==> src/mlt_pkg.sv <==
// ----------------------------------------------------------------------------
// mlt_pkg
// Shared types and constants for the live MIDI transposer.
// ----------------------------------------------------------------------------
`default_nettype none

package mlt_pkg;

   localparam int          MAX_HELD_NOTES_DEF = 32;
   localparam logic [7:0]  NOTE_ON_TYPE       = 8'h90;
   localparam logic [7:0]  WINDOW_KEYS        = 8'd12;
   localparam logic [6:0]  TRIGGER_RESET      = 7'd24;
   localparam logic [6:0]  PITCH_MAX          = 7'd127;

   localparam int          REQ_DATA_W = 24;
   localparam int          RSP_DATA_W = 16;
   localparam int          CSR_ADDR_W = 3;

   // register index taken from address bit 2
   localparam logic        REG_ENABLE  = 1'b0;
   localparam logic        REG_TRIGGER = 1'b1;

   typedef struct packed {
      logic [3:0] shift;
      logic [3:0] port;
      logic [3:0] channel;
      logic [6:0] pitch;
   } held_entry_type;

   typedef enum logic [6:0] {
      ST_IDLE     = 7'b0000001,
      ST_CLASSIFY = 7'b0000010,
      ST_SRCH_RD  = 7'b0000100,
      ST_SRCH_CMP = 7'b0001000,
      ST_SHIFT_RD = 7'b0010000,
      ST_SHIFT_WR = 7'b0100000,
      ST_DONE     = 7'b1000000
   } state_type;

endpackage

`default_nettype wire

==> src/midi_live_transposer.sv <==
// ----------------------------------------------------------------------------
// midi_live_transposer
// A transaction is accepted in IDLE, classified, and its result is registered from DONE;
// a note-off on a non-empty table first scans the held entries (SRCH_RD, SRCH_CMP)
// and on a match moves later entries up (SHIFT_RD, SHIFT_WR). A new transaction is
// accepted only once the last result has been issued; DONE waits while the output stalls.
// Synchronous reset empties the table, clears the transpose and enable.
// ----------------------------------------------------------------------------
`default_nettype none

module midi_live_transposer
   import mlt_pkg::*;
#(
   parameter int MAX_HELD_NOTES = MAX_HELD_NOTES_DEF
) (
   input  wire                   clock,
   input  wire                   reset,
   // tdata: note_pitch[6:0], velocity[13:7], midi_channel[17:14], midi_port[21:18]
   input  wire [REQ_DATA_W-1:0]  req_tdata,
   // tuser: event_type[7:0]
   input  wire [7:0]             req_tuser,
   input  wire                   req_tvalid,
   output logic                  req_tready,
   // tdata: out_pitch[6:0], was_control_key[7], table_overflow[8], current_shift[12:9]
   output logic [RSP_DATA_W-1:0] rsp_tdata,
   output logic                  rsp_tvalid,
   input  wire                   rsp_tready,
   input  wire                   csr_psel,
   input  wire                   csr_penable,
   input  wire                   csr_pwrite,
   input  wire [CSR_ADDR_W-1:0]  csr_paddr,
   input  wire [31:0]            csr_pwdata,
   output logic [31:0]           csr_prdata,
   output logic                  csr_pready
);

   localparam int AW = (MAX_HELD_NOTES > 1) ? $clog2(MAX_HELD_NOTES) : 1;
   localparam int CW = $clog2(MAX_HELD_NOTES + 1);
   localparam logic [CW:0] DEPTH = (CW + 1)'(MAX_HELD_NOTES);

   state_type       state_ff, state_in;
   logic            enable_ff, enable_in;
   logic [6:0]      trigger_ff, trigger_in;
   logic [3:0]      shift_ff, shift_in;
   logic [CW-1:0]   count_ff, count_in;
   logic [CW-1:0]   idx_ff, idx_in;

   logic [7:0]      type_ff;
   logic [6:0]      pitch_ff;
   logic [6:0]      vel_ff;
   logic [3:0]      chan_ff;
   logic [3:0]      port_ff;

   logic [6:0]      res_pitch_ff, res_pitch_in;
   logic            res_ctrl_ff, res_ctrl_in;
   logic            res_ovf_ff, res_ovf_in;

   logic                  rsp_valid_ff, rsp_valid_in;
   logic [RSP_DATA_W-1:0] rsp_data_ff, rsp_data_in;

   held_entry_type  mem [MAX_HELD_NOTES];
   held_entry_type  rd_data_ff;
   held_entry_type  wr_data;
   logic            wr_en;
   logic [AW-1:0]   wr_addr;
   logic [AW-1:0]   rd_addr;

   logic            csr_write;
   logic            req_accept;
   logic [CW:0]     idx_p1;
   logic [CW:0]     idx_p2;
   logic [CW:0]     count_x;
   logic [7:0]      trig_diff;
   logic            in_window;
   logic [7:0]      sum_cur;
   logic [7:0]      sum_held;
   logic            entry_match;
   logic            out_free;

   assign csr_pready = 1'b1;
   assign csr_write  = csr_psel && csr_penable && csr_pwrite;
   assign req_tready = (state_ff == ST_IDLE);
   assign req_accept = req_tvalid && req_tready;
   assign rsp_tvalid = rsp_valid_ff;
   assign rsp_tdata  = rsp_data_ff;

   always_comb begin
      unique case (csr_paddr[2])
         REG_ENABLE:  csr_prdata = {31'd0, enable_ff};
         REG_TRIGGER: csr_prdata = {25'd0, trigger_ff};
         default:     csr_prdata = 32'd0;
      endcase
   end

   assign idx_p1    = {1'b0, idx_ff} + (CW + 1)'(1);
   assign idx_p2    = {1'b0, idx_ff} + (CW + 1)'(2);
   assign count_x   = {1'b0, count_ff};
   assign trig_diff = {1'b0, pitch_ff} - {1'b0, trigger_ff};
   assign in_window = (pitch_ff >= trigger_ff) && (trig_diff < WINDOW_KEYS);
   assign sum_cur   = {1'b0, pitch_ff} + {4'd0, shift_ff};
   assign sum_held  = {1'b0, pitch_ff} + {4'd0, rd_data_ff.shift};
   assign entry_match = (rd_data_ff.pitch == pitch_ff) && (rd_data_ff.channel == chan_ff)
                        && (rd_data_ff.port == port_ff);
   assign out_free  = !rsp_valid_ff || rsp_tready;
   assign rd_addr   = (state_ff == ST_SRCH_RD) ? idx_ff[AW-1:0] : idx_p1[AW-1:0];

   always_comb begin
      state_in     = state_ff;
      enable_in    = enable_ff;
      trigger_in   = trigger_ff;
      shift_in     = shift_ff;
      count_in     = count_ff;
      idx_in       = idx_ff;
      res_pitch_in = res_pitch_ff;
      res_ctrl_in  = res_ctrl_ff;
      res_ovf_in   = res_ovf_ff;
      rsp_valid_in = rsp_valid_ff && !rsp_tready;
      rsp_data_in  = rsp_data_ff;
      wr_en        = 1'b0;
      wr_addr      = count_ff[AW-1:0];
      wr_data      = '{shift: shift_ff, port: port_ff, channel: chan_ff, pitch: pitch_ff};

      if (csr_write) begin
         unique case (csr_paddr[2])
            REG_ENABLE: begin
               enable_in = csr_pwdata[0];
               if (!csr_pwdata[0]) begin
                  shift_in = 4'd0;
                  count_in = '0;
               end
            end
            REG_TRIGGER: trigger_in = csr_pwdata[6:0];
            default: ;
         endcase
      end

      unique case (state_ff)
         ST_IDLE: begin
            if (req_accept) begin
               state_in = ST_CLASSIFY;
            end
         end
         ST_CLASSIFY: begin
            res_pitch_in = pitch_ff;
            res_ctrl_in  = 1'b0;
            res_ovf_in   = 1'b0;
            idx_in       = '0;
            state_in     = ST_DONE;
            if (enable_ff && type_ff == NOTE_ON_TYPE) begin
               if (in_window) begin
                  shift_in    = trig_diff[3:0];
                  res_ctrl_in = 1'b1;
               end else if (vel_ff == 7'd0) begin
                  if (count_ff != '0) begin
                     state_in = ST_SRCH_RD;
                  end
               end else begin
                  if (count_x < DEPTH) begin
                     wr_en    = 1'b1;
                     count_in = count_ff + CW'(1);
                  end else begin
                     res_ovf_in = 1'b1;
                  end
                  res_pitch_in = sum_cur[7] ? PITCH_MAX : sum_cur[6:0];
               end
            end
         end
         ST_SRCH_RD: begin
            state_in = ST_SRCH_CMP;
         end
         ST_SRCH_CMP: begin
            if (entry_match) begin
               res_pitch_in = sum_held[7] ? PITCH_MAX : sum_held[6:0];
               if (idx_p1 < count_x) begin
                  state_in = ST_SHIFT_RD;
               end else begin
                  count_in = count_ff - CW'(1);
                  state_in = ST_DONE;
               end
            end else if (idx_p1 < count_x) begin
               idx_in   = idx_p1[CW-1:0];
               state_in = ST_SRCH_RD;
            end else begin
               state_in = ST_DONE;
            end
         end
         ST_SHIFT_RD: begin
            state_in = ST_SHIFT_WR;
         end
         ST_SHIFT_WR: begin
            wr_en   = 1'b1;
            wr_addr = idx_ff[AW-1:0];
            wr_data = rd_data_ff;
            if (idx_p2 < count_x) begin
               idx_in   = idx_p1[CW-1:0];
               state_in = ST_SHIFT_RD;
            end else begin
               count_in = count_ff - CW'(1);
               state_in = ST_DONE;
            end
         end
         ST_DONE: begin
            if (out_free) begin
               rsp_valid_in = 1'b1;
               rsp_data_in  = {3'd0, shift_ff, res_ovf_ff, res_ctrl_ff, res_pitch_ff};
               state_in     = ST_IDLE;
            end
         end
         default: state_in = ST_IDLE;
      endcase
   end

   always_ff @(posedge clock) begin
      if (reset) begin
         state_ff     <= ST_IDLE;
         enable_ff    <= 1'b0;
         trigger_ff   <= TRIGGER_RESET;
         shift_ff     <= 4'd0;
         count_ff     <= '0;
         idx_ff       <= '0;
         rsp_valid_ff <= 1'b0;
      end else begin
         state_ff     <= state_in;
         enable_ff    <= enable_in;
         trigger_ff   <= trigger_in;
         shift_ff     <= shift_in;
         count_ff     <= count_in;
         idx_ff       <= idx_in;
         rsp_valid_ff <= rsp_valid_in;
      end
   end

   always_ff @(posedge clock) begin
      if (req_accept) begin
         type_ff  <= req_tuser;
         pitch_ff <= req_tdata[6:0];
         vel_ff   <= req_tdata[13:7];
         chan_ff  <= req_tdata[17:14];
         port_ff  <= req_tdata[21:18];
      end
      res_pitch_ff <= res_pitch_in;
      res_ctrl_ff  <= res_ctrl_in;
      res_ovf_ff   <= res_ovf_in;
      rsp_data_ff  <= rsp_data_in;
   end

   // held-note table, one write and one registered read port
   always_ff @(posedge clock) begin
      if (wr_en) begin
         mem[wr_addr] <= wr_data;
      end
      rd_data_ff <= mem[rd_addr];
   end

   a_count_bound: assert property (@(posedge clock) disable iff (reset)
      {1'b0, count_ff} <= DEPTH)
      else $error("held count above table depth");

   a_busy_after_accept: assert property (@(posedge clock) disable iff (reset)
      req_accept |=> !req_tready)
      else $error("ready right after accepted transaction");

   a_result_flags: assert property (@(posedge clock) disable iff (reset)
      rsp_valid_ff |-> (rsp_data_ff[12:9] < 4'd12) && !(rsp_data_ff[7] && rsp_data_ff[8]))
      else $error("bad result shift or flags");

endmodule

`default_nettype wire
==> config.mk <==
export PLATFORM = sky130hd
export DESIGN_NAME = midi_live_transposer
export DESIGN_NICKNAME = d
export VERILOG_FILES = /design/src/mlt_pkg.sv /design/src/midi_live_transposer.sv
export SDC_FILE = /design/constraint.sdc
export NUM_CORES = 1
export LEC_CHECK = 0
export ABC_CLOCK_PERIOD_IN_PS = 4400
export BUFFER_PORTS_ARGS = -buffer_cell sky130_fd_sc_hd__buf_2
export CAP_MARGIN = 20
export CORE_ASPECT_RATIO = 2
export CORE_MARGIN = 4
export CORE_UTILIZATION = 52
export CTS_CLUSTER_DIAMETER = 30
export DETAILED_ROUTE_END_ITERATION = 7
export PLACE_DENSITY = 0.69
export REMOVE_ABC_BUFFERS = 1
export SLEW_MARGIN = 20
export SYNTH_ARGS = -nofsm -noshare
export SYNTH_HDL_FRONTEND = slang
export SYNTH_SLANG_ARGS = --single-unit
==> constraint.sdc <==
create_clock -name clock -period 4.4 [get_ports clock]
set_input_delay 0.22 -clock clock [delete_from_list [all_inputs] [get_ports clock]]
set_output_delay 0.22 -clock clock [all_outputs]
set_load 0.03 [all_outputs]
; Yosys cells after proc, flatten, opt, wreduce, memory -nomap -nowiden
; Memories as Yosys holds them, arrays and structs flattened. A register that Yosys moved wholly into a read port is not among the register bits.
; Cells that the tools add are included.
[op_classes]
n_mux = 54
bitwise_logic = 2
n_lt_le_gt_ge = 5
eq_ne = 17
reduce_logical = 22
n_addsub = 7
[ops]
columns = cell, count
row1 = two-way mux 7 bit, 16
row2 = two-way mux 6 bit, 13
row3 = one-hot mux 32 bit (2 select lines), 1
row4 = one-hot mux 7 bit (7 select lines), 1
row5 = one-hot mux 6 bit (3 select lines), 2
row6 = two-way mux 4 bit, 6
row7 = two-way mux 19 bit, 1
row8 = adder 7 x 4 -> 8 bit, 2
row9 = < comparator 7 x 6 -> 1 bit, 2
row10 = one-hot mux 7 bit (2 select lines), 1
row11 = two-way mux 1 bit, 10
row12 = two-way mux 5 bit, 2
row13 = "!= test 2 bit, second input constant", 5
row14 = AND reduction 2 bit, 5
row15 = equality test 4 bit, 2
row16 = "equality test 8 bit, second input constant", 1
row17 = logical AND 1 bit, 8
row18 = "< comparator 8 x 4 -> 1 bit, second input constant", 1
row19 = subtractor 7 x 7 -> 8 bit, 1
row20 = "adder 6 x 1 -> 7 bit, second input constant", 1
row21 = "adder 6 x 2 -> 7 bit, second input constant", 1
row22 = "equality test 7 x 1 -> 1 bit, second input constant", 1
row23 = "equality test 7 x 2 -> 1 bit, second input constant", 1
row24 = "equality test 7 x 3 -> 1 bit, second input constant", 1
row25 = other kinds (20), 22
[totals]
memories = 1
mem_bits_rw = 608
ff_bits = 84
[memory_table]
columns = name, depth, width, read_ports, rd_clocked_by_memory_dff, write_ports, line
row1 = mem, 32, 19, 1, 1, 1, midi_live_transposer.sv:61  ; held_entry_type mem [MAX_HELD_NOTES];

; Logic depth before layout (Yosys ltp)
[depth]
depth_word = 8
mapped_depth = 13
depth_no_buf = 12

; Worst setup path after synthesis
; OpenSTA, ideal clock, no wires.
[synth_timing]
kind = flip-flop to flip-flop
from = register pitch_ff[0]
to = memory mem[26][0] in the netlist's numbering, enable pin
path_stages_with_launch = 12
arrival_time_ns = 3.078
path_slack_ns = 0.927
setup_ns = 0.395
required_ns = 4.005
n_path_buf = 0
cell_sequence = edfxtp_1 -> inv_1 -> ha_1 -> inv_1 -> fa_1 -> xnor2_1 -> nor3_1 -> a211o_2 -> nand2_4 -> o21ai_0 -> nand2_1 -> nor2_1
[synth_via]
elab_chain_len = 8
[synth_lines]
columns = element, line
row1 = from (decl), midi_live_transposer.sv:49  ; logic [6:0] pitch_ff;
row2 = from (signal assigned), midi_live_transposer.sv:236  ; pitch_ff <= req_tdata[6:0];
row3 = subtractor 7 x 7 -> 8 bit, midi_live_transposer.sv:98  ; assign trig_diff = {1'b0, pitch_ff} - {1'b0, trigger_ff};
row4 = < comparator 8 x 4 -> 1 bit, midi_live_transposer.sv:99  ; assign in_window = (pitch_ff >= trigger_ff) && (trig_diff < WINDOW_KEYS);
row5 = logical AND 1 bit (*), midi_live_transposer.sv:99
row6 = two-way mux 1 bit (*), midi_live_transposer.sv:150  ; if (in_window) begin
row7 = two-way mux 1 bit (*), midi_live_transposer.sv:149  ; if (enable_ff && type_ff == NOTE_ON_TYPE) begin
row8 = one-hot mux 1 bit (2 select lines) (*), midi_live_transposer.sv:137  ; unique case (state_ff)
row9 = two-way mux 1 bit (*), midi_live_transposer.sv:249  ; if (wr_en) begin
row10 = two-way mux 1 bit (not written as such) (*), midi_live_transposer.sv:250  ; mem[wr_addr] <= wr_data;
row11 = to (decl), midi_live_transposer.sv:61
; Every way passes the cells marked *; elsewhere a longest branch is shown, timed or not.

; Worst setup path after layout
[layout_timing]
from = register pitch_ff[0]
to = memory mem[9][3] in the netlist's numbering, enable pin
; Same word-level chain as after synthesis.

==> summary.txt <==
Outcome
  • Outcome: finished clean

Placement
  • Dpl ws: 0.4534 ns
  • DPL Wire Length: 48.32 mm
  • Dpl cells: 3116
  • RD Place Congestion: 0.9042
  • IO buf count: 66

Global routing
  • Antenna violations before repair: 0
  • GR Util All Layers: 24.51%
  • Total global routing overflow: 0
  • Largest net degree at the start of global routing: 79
  • First-pass GRT wire length: 112.2 mm
  • Vias in the first global route: 19850

Yosys
  • Post-synthesis register bit count: 711
  • Post-synth EDFFs: 660
  • Simple-Gate Fraction of Synth Area: 17.67%
  • XOR/XNOR share of the synthesized area: 0.8995%
  • Share of synthesized registers carrying an async set or reset: 0%
  • Post-synthesis mux area share: 1.097%
  • Sequential area share after synthesis: 71.34%
  • Post-synthesis compound-gate area fraction: 4.485%
  • Prevailing post-synth register cell: edfxtp_1
  • Cell taking the most area after synthesis: edfxtp_1
  • Post-Synthesis Cells: 2346
  • Cell Area, Synth: 0.02921 sq mm
  • Syn avg cell area: 12.45 sq um
  • Main combinational cell family by area after synthesis: simple AND/OR/NAND/NOR gates
  • Top post-synthesis cells by area: edfxtp_1, nand2_1, nand3_1
  • Synth Warn #: 0
  • Distinct cells, synth: 78
  • Count leader, synth: nand2_1
  • Synth cell count leaders: nand2_1, edfxtp_1, nand3_1
  • Top cell type's share of synthesized area: 67.85%
  • Adder-cell share of the synthesized area: 1.448%

Cells and area
  • Antenna Diode Count: 0
  • Layout Cells excl Fill: 3285
  • Share of layout cells above drive strength 1: 13.58%
  • Nets@finish: 2592
  • Layout area overhead: 14.93%

Routing
  • DRC violation count after routing: 0
  • DRT antenna net count: 0
  • Routed len/inst: 22.64 um
  • Total Wirelength: 74.37 mm
  • DR iter-0 viols: 1699
  • Vias per cell: 5.915
  • Via count: 19430
  • Drt first pass iters: 8

CTS
  • Worst-Skew Late Latency: 0.61 ns
  • Clock slew at reported path FFs: 0.06 ns
  • CTS Buf Count: 72
  • CTS tree: done
  • CTS sink cnt: 711
  • CTS root buf: clkbuf_16
  • Gates resized, CTS repair: 0
  • # H-tree levels: 3
  • Clk buf depth: 3

Timing
  • Final hold viol count: 0
  • Final cycle utilization of the critical path: 90.50%
  • Max-slew violation count: 0
  • Layout Skew: 0.02344 ns
  • Final setup violation count: 0
  • RSZ-0062 raised after global routing: false
  • Measured slew at the worst slew-check pin: 1.117 ns
  • FMAX: 251.1 MHz
  • Setup TNS: 0 ns
  • Rel. slew slack: 25.51%
  • Setup ws final: 0.4181 ns
  • Min cycle time layout: 3.982 ns

Job
  • Max Cap Viol: 0

Floorplanning
  • Initial Util: 52.57%
  • Core area: 0.05556 sq mm
  • Die Span X: 175.6 um
  • Num rows: 122
  • Die span in y: 343.2 um
  • Die area: 0.06026 sq mm
  • IO Count: 125

Setup path
  • Crit path DAT: 4.27 ns
  • Crit-path max FO: 12
  • Crit. End Element: flop
  • Startpoint types: flop
  • Data required, critical path: 4.69 ns
  • CP Class: reg -> reg

Power
  • Leak: 11.61 nW
  • Max VDD drop: 0.3160 mV
  • Pwr dens: 415.1 mW/mm^2
  • Post-layout total power: 0.01394 W

Hold path
  • Hold crit path type: in -> reg
==> path summary, 6_finish.rpt <==
kind,startpoint,to,slack [ns],cells past startpoint
worst max-delay path,pitch_ff[0]$_DFFE_PP_,mem[9][3]$_DFFE_PP_,0.42,12
worst min-delay path,csr_penable,enable_ff$_SDFFE_PP0P_,0.11,5
worst max register to register,pitch_ff[0]$_DFFE_PP_,mem[9][3]$_DFFE_PP_,0.42,12
worst min register to register,res_pitch_ff[6]$_DFFE_PP_,rsp_tdata[6]$_DFFE_PP_,0.43,0
==> flip-flops by register name (all words and copies together) (netlist names) <==
signal,flops
shift_ff,4
pitch_ff,7
res_pitch_ff,7
vel_ff,7
idx_ff,6
rd_data_ff,19
chan_ff,4
rsp_tdata,13
enable_ff,1
res_ctrl_ff,1
rsp_tvalid,1
trigger_ff,7
mem,608
count_ff,6
type_ff,8
state_ff,7
port_ff,4
res_ovf_ff,1
==> cells by family after synthesis <==
family	after synthesis
flops	711
buf+inv	184
other cells	2
fa+ha+maj	32
mux	31
xor+xnor	30
simple gates	1162
compound gates	194
==> through the flow <==
step / hold slack [ns] / util (%) / cell area [sq um]
2_1_floorplan: 0.2891 / - / 28540
3_3_place_gp: 0.3985 / 55.32 / 30740
6_report: 0.1085 / 60.42 / 33570
3_5_place_dp: 0.3981 / 55.35 / 30750
4_1_cts: 0.06689 / 60.37 / 33540
5_1_grt: 0.1504 / 60.42 / 33570
==> report_power, final <==
| part | internal, W | switching (W) | leakage, nW |
|---|---|---|---|
| Combinational | 0.000104 | 0.000268 | 4.02 |
| Sequential | 0.00743 | 0.0000243 | 6.43 |
| Clock | 0.00347 | 0.00264 | 1.16 |
| Total | 0.0110 | 0.00293 | 11.6 |
==> cells in the final DEF, fill, tap and decap left out, types with 16 or more instances in the layout <==
cell type / count
a21oi_1: 37
a31oi_1: 61
a32oi_1: 21
buf_2: 66
buf_4: 74
clkbuf_16: 74
conb_1: 29
dfxtp_1: 51
dlygate4sd3_1: 40
edfxtp_1: 660
ha_1: 29
inv_1: 31
mux2i_1: 21
nand2_1: 671
nand3_1: 223
nand4_1: 102
nor2_1: 47
nor2_2: 32
nor3_1: 17
o21ai_0: 16
xor2_1: 17
==> worst max-delay path: stages, from the launching register on <==
cell	delay, ns
edfxtp_1	0.46
inv_1	0.15
ha_1	0.20
inv_1	0.07
fa_1	0.41
xnor2_1	0.16
nor3_1	0.31
a211o_2	0.25
nand2_4	0.11
o22ai_1	0.37
nand2_1	0.24
nor2_2	0.58
buf_4	0.36
==> routing by layer <==
metal,GRT usage [%],wire [um],vias to the layer above
li1,-,-,8773
met1,25.76,24570,9542
met2,45.97,40560,869
met3,3.120,4492,248
met4,14.96,4748,0
met5,0,0,-
==> timing repair <==
item,in CTS,in global routing
hold buffers,40,0
endpoints found under the hold margin,40,0
buffers inserted,0,0
==> cell type report <==
| class | instances | area (sq um) |
|---|---|---|
| clock buffer | 85 | 1893 |
| clock inverter | 44 | 499.2 |
| fill | 4171 | 21990 |
| inverter | 31 | 116.4 |
| multi-input combinational | 1478 | 7766 |
| sequential | 711 | 20840 |
| tap | 744 | 930.9 |
| timing repair buffer | 192 | 1526 |
Power figures use the tool's default switching activity.
